File: src/rtl/core/idw_pkg.sv
package idw_pkg;

    localparam int COORD_W     = 24;
    localparam int VALUE_W     = 32;
    localparam int PEXP_W      = 8;
    localparam int RAD_W       = 25;
    localparam int CFG_IDX_W   = 2;
    localparam int CFG_DATA_W  = 25;
    localparam int DIMS_MAX    = 3;
    localparam int WSUM_W      = 48;
    localparam int WVS_W       = 64;
    localparam int MANT_W      = 31;
    localparam int FRAC_W      = 16;
    localparam int STEP_W      = 6;
    localparam int ROM_DEPTH   = 16;
    localparam int QUEUE_DEPTH = 2;
    localparam int KEPT_LIMIT  = 131071;

    localparam int DEF_DIMENSIONS = 2;
    localparam int DEF_MAX_POINTS = 65536;

    localparam logic [STEP_W-1:0] SQRT_LAST = STEP_W'(25);
    localparam logic [STEP_W-1:0] LOG_LAST  = STEP_W'(15);
    localparam logic [STEP_W-1:0] DIV_LAST  = STEP_W'(63);

    localparam logic              FUNC_TARGET = 1'b0;
    localparam logic              FUNC_POINT  = 1'b1;

    localparam logic [PEXP_W-1:0] POWER_RESET  = PEXP_W'(32);
    localparam logic              RADIUS_RESET = 1'b0;
    localparam logic [RAD_W-1:0]  MAXR_RESET   = RAD_W'(33554431);
    localparam logic [RAD_W-1:0]  EHD_RESET    = RAD_W'(1);

    typedef enum logic [CFG_IDX_W-1:0] {
        REG_POWER_EXPONENT  = 2'd0,
        REG_RADIUS_ENABLE   = 2'd1,
        REG_MAX_RADIUS      = 2'd2,
        REG_EXACT_HIT_DIST  = 2'd3
    } cfg_reg_t;

    typedef struct packed {
        logic [PEXP_W-1:0] power_exponent;
        logic              radius_enable;
        logic [RAD_W-1:0]  max_radius;
        logic [RAD_W-1:0]  exact_hit_distance;
    } cfg_t;

    typedef struct packed {
        logic                              is_target;
        logic                              is_point;
        logic                              last;
        logic [DIMS_MAX-1:0][COORD_W-1:0]  coord;
        logic [VALUE_W-1:0]                value;
    } queue_entry_t;

    typedef logic [ROM_DEPTH-1:0][MANT_W-1:0] rom_t;

    function automatic logic [63:0] isqrt64(input logic [63:0] v);
        logic [63:0] r;
        logic [63:0] b;
        logic [63:0] x;
        r = '0;
        b = 64'h4000_0000_0000_0000;
        x = v;
        for (int i = 0; i < 32; i++)
        begin
            if (x >= r + b)
            begin
                x = x - (r + b);
                r = (r >> 1) + b;
            end
            else
            begin
                r = r >> 1;
            end
            b = b >> 2;
        end
        return r;
    endfunction

    // 2^(2^-k) in Q1.30, k = 1..16
    function automatic rom_t build_exp_rom();
        rom_t        rom;
        logic [63:0] t;
        t = isqrt64(64'h2000_0000_0000_0000);
        rom[0] = t[MANT_W-1:0];
        for (int k = 1; k < ROM_DEPTH; k++)
        begin
            t = isqrt64({3'b000, rom[k-1], 30'b0});
            rom[k] = t[MANT_W-1:0];
        end
        return rom;
    endfunction

    localparam rom_t EXP_ROM = build_exp_rom();

endpackage

File: src/rtl/core/idw_item_if.sv
interface idw_item_if;
    import idw_pkg::*;

    logic               valid;
    logic               ready;
    logic               func;
    logic [COORD_W-1:0] coord_x;
    logic [COORD_W-1:0] coord_y;
    logic [COORD_W-1:0] coord_z;
    logic [VALUE_W-1:0] sample_value;
    logic               usable;
    logic               last;

    modport source (
        output valid, func, coord_x, coord_y, coord_z, sample_value, usable, last,
        input  ready
    );
    modport sink (
        input  valid, func, coord_x, coord_y, coord_z, sample_value, usable, last,
        output ready
    );
endinterface

File: src/rtl/core/idw_front.sv
module idw_front (
    input  logic                  clk,
    input  logic                  rst_n,
    idw_item_if.sink              items,
    output idw_pkg::queue_entry_t q_entry,
    output logic                  q_valid,
    input  logic                  q_pop
);
    import idw_pkg::*;

    queue_entry_t mem_reg [QUEUE_DEPTH];
    logic         wr_ptr_reg;
    logic         rd_ptr_reg;
    logic [1:0]   count_reg;
    queue_entry_t in_entry;
    logic         push;

    always_comb
    begin
        in_entry.is_target = (items.func == FUNC_TARGET);
        in_entry.is_point  = (items.func == FUNC_POINT) && items.usable;
        in_entry.last      = items.last;
        in_entry.coord     = {items.coord_z, items.coord_y, items.coord_x};
        in_entry.value     = items.sample_value;
    end

    assign items.ready = (count_reg != 2'(QUEUE_DEPTH));
    assign push        = items.valid && items.ready;
    assign q_valid     = (count_reg != 2'd0);
    assign q_entry     = mem_reg[rd_ptr_reg];

    always_ff @(posedge clk)
    begin
        if (push)
        begin
            mem_reg[wr_ptr_reg] <= in_entry;
        end
    end

    always_ff @(posedge clk or negedge rst_n)
    begin
        if (!rst_n)
        begin
            wr_ptr_reg <= 1'b0;
            rd_ptr_reg <= 1'b0;
            count_reg  <= 2'd0;
        end
        else
        begin
            if (push)
            begin
                wr_ptr_reg <= ~wr_ptr_reg;
            end
            if (q_pop)
            begin
                rd_ptr_reg <= ~rd_ptr_reg;
            end
            if (push && !q_pop)
            begin
                count_reg <= count_reg + 2'd1;
            end
            else if (!push && q_pop)
            begin
                count_reg <= count_reg - 2'd1;
            end
        end
    end
endmodule

File: src/flat_wrapper.sv
// flat-port wrapper written by rule: the top's interface ports become plain ports
module idw_front_flat import idw_pkg::*;
  (clk, rst_n, q_entry, q_valid, q_pop, items_valid, items_func, items_coord_x, items_coord_y, items_coord_z, items_sample_value, items_usable, items_last, items_ready);
  idw_item_if items_i ();
  input  logic clk;
  input  logic rst_n;
  output idw_pkg::queue_entry_t q_entry;
  output logic q_valid;
  input  logic q_pop;
  input wire logic [$bits(items_i.valid)-1:0] items_valid;
  input wire logic [$bits(items_i.func)-1:0] items_func;
  input wire logic [$bits(items_i.coord_x)-1:0] items_coord_x;
  input wire logic [$bits(items_i.coord_y)-1:0] items_coord_y;
  input wire logic [$bits(items_i.coord_z)-1:0] items_coord_z;
  input wire logic [$bits(items_i.sample_value)-1:0] items_sample_value;
  input wire logic [$bits(items_i.usable)-1:0] items_usable;
  input wire logic [$bits(items_i.last)-1:0] items_last;
  output wire logic [$bits(items_i.ready)-1:0] items_ready;
  assign items_i.valid = items_valid;
  assign items_i.func = items_func;
  assign items_i.coord_x = items_coord_x;
  assign items_i.coord_y = items_coord_y;
  assign items_i.coord_z = items_coord_z;
  assign items_i.sample_value = items_sample_value;
  assign items_i.usable = items_usable;
  assign items_i.last = items_last;
  assign items_ready = items_i.ready;
  idw_front u_core (.clk(clk), .rst_n(rst_n), .items(items_i), .q_entry(q_entry), .q_valid(q_valid), .q_pop(q_pop));
endmodule
File: config.mk
export PLATFORM = sky130hd
export DESIGN_NAME = idw_front_flat
export DESIGN_NICKNAME = d
export VERILOG_FILES = /design/src/rtl/core/idw_pkg.sv /design/src/rtl/core/idw_item_if.sv /design/src/rtl/core/idw_front.sv /design/src/flat_wrapper.sv
export SDC_FILE = /design/constraint.sdc
export NUM_CORES = 1
export LEC_CHECK = 0
export BUFFER_PORTS_ARGS = -buffer_cell sky130_fd_sc_hd__buf_2
export CORE_MARGIN = 2
export CORE_UTILIZATION = 25
export CTS_CLUSTER_SIZE = 28
export DETAILED_ROUTE_END_ITERATION = 16
export GPL_TIMING_DRIVEN = 0
export PLACE_DENSITY = 0.46
export SLEW_MARGIN = 20
export SYNTH_ARGS = -nofsm -noshare
export SYNTH_HDL_FRONTEND = slang
export SYNTH_SLANG_ARGS = --single-unit
File: constraint.sdc
create_clock -name clk -period 16.15 [get_ports clk]
set_input_delay 3.23 -clock clk [delete_from_list [all_inputs] [get_ports clk]]
set_output_delay 3.23 -clock clk [all_outputs]
set_load 0.03 [all_outputs]
Word level (Yosys, flattened, before mapping)
Memories as Yosys holds them, arrays and structs flattened.
Cells that the tools add are included.
{"block": "op_classes", "n_addsub": 2, "eq_ne": 1, "muxes": 4, "bitwise": 3, "n_reduce_logical": 8}
{"operator": "$logic_and A1 B1 Y1", "n": 4}
{"operator": "$mux W2", "n": 2}
{"operator": "$reduce_bool A2 Y1", "n": 2}
{"operator": "$not A1 Y1", "n": 3}
{"operator": "$add A2 B1 Y2 const B", "n": 1}
{"operator": "$logic_not A1 Y1", "n": 2}
{"operator": "$mux W1", "n": 2}
{"operator": "$ne A2 B2 Y1 const B", "n": 1}
{"operator": "$sub A2 B1 Y2 const B", "n": 1}
{"block": "totals", "ff_bits": 4, "mem_bits_rw": 214, "input_bits": 111, "output_inout_bits": 109, "mem_count": 1}
{"memory": "u_core.mem_reg", "words": 2, "word_bits": 107, "read_ports": 1, "rd_ports_with_merged_regs": 0, "write_ports": 1, "line": "idw_front.sv:11", "source": "queue_entry_t mem_reg [QUEUE_DEPTH];"}

Logic depth before layout (Yosys ltp)
{"block": "logic_depth", "depth_word": 6, "depth_mapped": 7, "depth_no_buf": 7}

Least setup slack after synthesis
OpenSTA, ideal clock, no wires.
{"block": "synth_timing", "path_kind": "input port to flip-flop", "start": "input port items_valid", "end": "memory u_core.mem_reg[0][0] (netlist name) (enable)", "arrival_ns": 7.783, "setup_slack_ns": 7.793, "stages": 2, "path_cell_list": "nand2_1 -> nor2_1"}
{"block": "synth_via", "elab_chain_len": 3}
{"element": "start, declared", "line": "flat_wrapper.sv:10", "source": "input wire logic [$bits(items_i.valid)-1:0] items_valid;"}
{"element": "$logic_and A1 B1 Y1", "line": "idw_front.sv:28", "source": "assign push = items.valid && items.ready;"}
{"element": "$mux W1", "line": "idw_front.sv:34", "source": "if (push)"}
{"element": "$mux W1 (not written as such)", "line": "idw_front.sv:36", "source": "mem_reg[wr_ptr_reg] <= in_entry;"}
{"element": "end, declared", "line": "idw_front.sv:11"}
Every way passes these cells.

==> results.sh <==
export IMPL_outcome="finished, final reports clean"
export IMPL_power_total_mw=2.067
export IMPL_critPathMaxFanout=10
export IMPL_tightestPinTransition_ps=822.5
export IMPL_drt_first_pass_iters=4
export IMPL_syn_area_per_cell_sq_um=22.65
export IMPL_r2r_slack_ps=13920
export IMPL_dpl_cell_area_sq_mm=0.009757
export IMPL_end_kind="output pin"
export IMPL_gr_max_usage_layer="met2"
export IMPL_drv_slew=0
export IMPL_hold_viol=0
export IMPL_finalSetupViolCount=0
export IMPL_tns_ps=0
export IMPL_hp_class="flop to flop"
export IMPL_fin_crit_ps=5117
export IMPL_via_count=4150
export IMPL_antenna_found_initial=1
export IMPL_layout_setup_ws_ps=11030
export IMPL_port_buffers=219
export IMPL_initial_core_util_pct=25.34
export IMPL_postCtsSetupRepairBufs=0
export IMPL_drc_errors=0
export IMPL_final_cell_count_no_fill=1026
export IMPL_first_iter_violations=153
export IMPL_whs_ps=501.2
export IMPL_path_class="flop to output pin"
export IMPL_detail_route_antenna_nets=0
export IMPL_ctsResizeCount=0
export IMPL_dpl_worst_slack_ps=11140
export IMPL_nets=717
export IMPL_startpoint="u_core.rd_ptr_reg"
export IMPL_min_path_cells=1
export IMPL_dieArea_sq_mm=0.03343
export IMPL_cts_reportedPaths_clkPinSlew_ps=60
export IMPL_post_drt_wl_per_cell_um=16.18
export IMPL_dp_cells=980
export IMPL_grt_met2_usage_pct=17.10
export IMPL_ys_types=16
export IMPL_worstPathArrival_ps=1890
export IMPL_grt_max_degree=55
export IMPL_die_w_um=182.8
export IMPL_layout_common_cells="buf_2 (227), edfxtp_1 (214), mux2_2 (87)"
export IMPL_clock_fmax_ghz=0.1954
export IMPL_cts_root_buf="clkbuf_16"
export IMPL_min_from="u_core.count_reg[1]"
export IMPL_grt_pass1_vias=4589
export IMPL_fin_skew_ps=11.19
export IMPL_synth_cells=353
export IMPL_irDropWorstVdd_v=0.00008845
export IMPL_largest_reg_flops=214
export IMPL_cts_buffer_depth=3
export IMPL_synth_nets=465
export IMPL_globalRouteMet1Util_pct=10.68
export IMPL_yosys_register_bits=218
export IMPL_met3_usage_pct=3.356
export IMPL_cap_viol_max_count=0
export IMPL_htreeDepth=1
export IMPL_cp_required_ps=12920
export IMPL_rsz0062_at_grt="no"
export IMPL_track_usage_pct=9.562
export IMPL_r2r_cells=5
export IMPL_period_share_pct=31.68
export IMPL_clkLatencyLatePin_ps=520
export IMPL_core_area_sq_mm=0.03156
export IMPL_worstSetupStartpointType="flop"
export IMPL_p_leak_nw=3.936
export IMPL_syn2layout_area_growth_pct=31.08
export IMPL_grt_pass1_wl_um=25180
export IMPL_layout_drive_gt1_share_pct=61.00
export IMPL_ios=220
export IMPL_rr_startpoint="u_core.count_reg[0]"
export IMPL_cts_tree="done"
export IMPL_final_area_sq_mm=0.01048
export IMPL_wl_um=16600
export IMPL_numCtsBuffers=25
export IMPL_grt_overflow=0
export IMPL_cts_sinks=218
export IMPL_hold_buffers=0
export IMPL_die_h_um=182.8
export IMPL_ys_warn_count=0
export IMPL_yosysSeqAreaShare_pct=81.63
export IMPL_syn_area_sq_mm=0.007995
export IMPL_drt_vias_per_instance=4.045
export IMPL_slew_headroom_pct=45.04
export IMPL_num_rows=65
export IMPL_final_core_util_pct=33.21
export IMPL_gp_congestion=0.7201
export IMPL_final_common_cell="buf_2"
export IMPL_dp_hpwl_um=11690
export IMPL_nFillCells=3070
export IMPL_powerDensity_mw_per_mm2=197.2
final timing paths:
path / endpoint
max: q_entry[87]
min: u_core.count_reg[1]
max reg2reg: u_core.mem_reg[0][15]
min reg2reg: u_core.count_reg[1]
max in group asynchronous: u_core.count_reg[1]
min in group asynchronous: u_core.wr_ptr_reg
logic make-up after synthesis:
logic type,share of synthesized area (%)
flops,81.63
xor+xnor,0.5478
buf+inv,1.205
simple gates,0.4540
fa+ha+maj,0.1565
mux,16.01
cell usage after synthesis:
cell      count  area [sq um]
edfxtp_1    214          6426
mux2_2       87         979.7
mux2_4       20         300.3
buf_2         8         40.04
buf_6         4         45.04
dfrtp_1       4         100.1
inv_1         3         11.26
xor2_1        3         26.28
nor2_1        2         7.510
xnor2_1       2         17.52
and2_1        1         6.260
and3_1        1         6.260
ha_1          1         12.51
nand2_1       1         3.750
nand2b_1      1         6.260
or2_2         1         6.260
critical path, cell delays in order, from the launching register on:
cell     delay [ps]
dfrtp_1         340
buf_6           160
buf_6           180
buf_6           200
mux2_4          310
buf_2           180
per-layer routing:
metal | up-vias | wire length, um
met5 | - | 0
met4 | 0 | 528
met2 | 148 | 8286
li1 | 1909 | -
met1 | 2059 | 6472
met3 | 34 | 1311
area by class of cell:
cell class,count,area [sq um],area share [%]
flip-flops and latches,218,6526,62.27
clock inverters,14,72.57,0.6925
inverters,3,11.26,0.1074
plain buffers,12,85.08,0.8118
clock buffers,31,648.1,6.184
well taps,402,503.0,4.799
repair buffers,225,1246,11.89
multi-input cells,120,1385,13.22
diodes,1,2.502,0.02388
power breakdown:
part | switching, mW | total, mW | internal, mW
logic | 0.494 | 0.773 | 0.279
registers | 0.0284 | 0.801 | 0.772
clock network | 0.209 | 0.493 | 0.284
No activity file was read; power rests on OpenSTA's default activity.
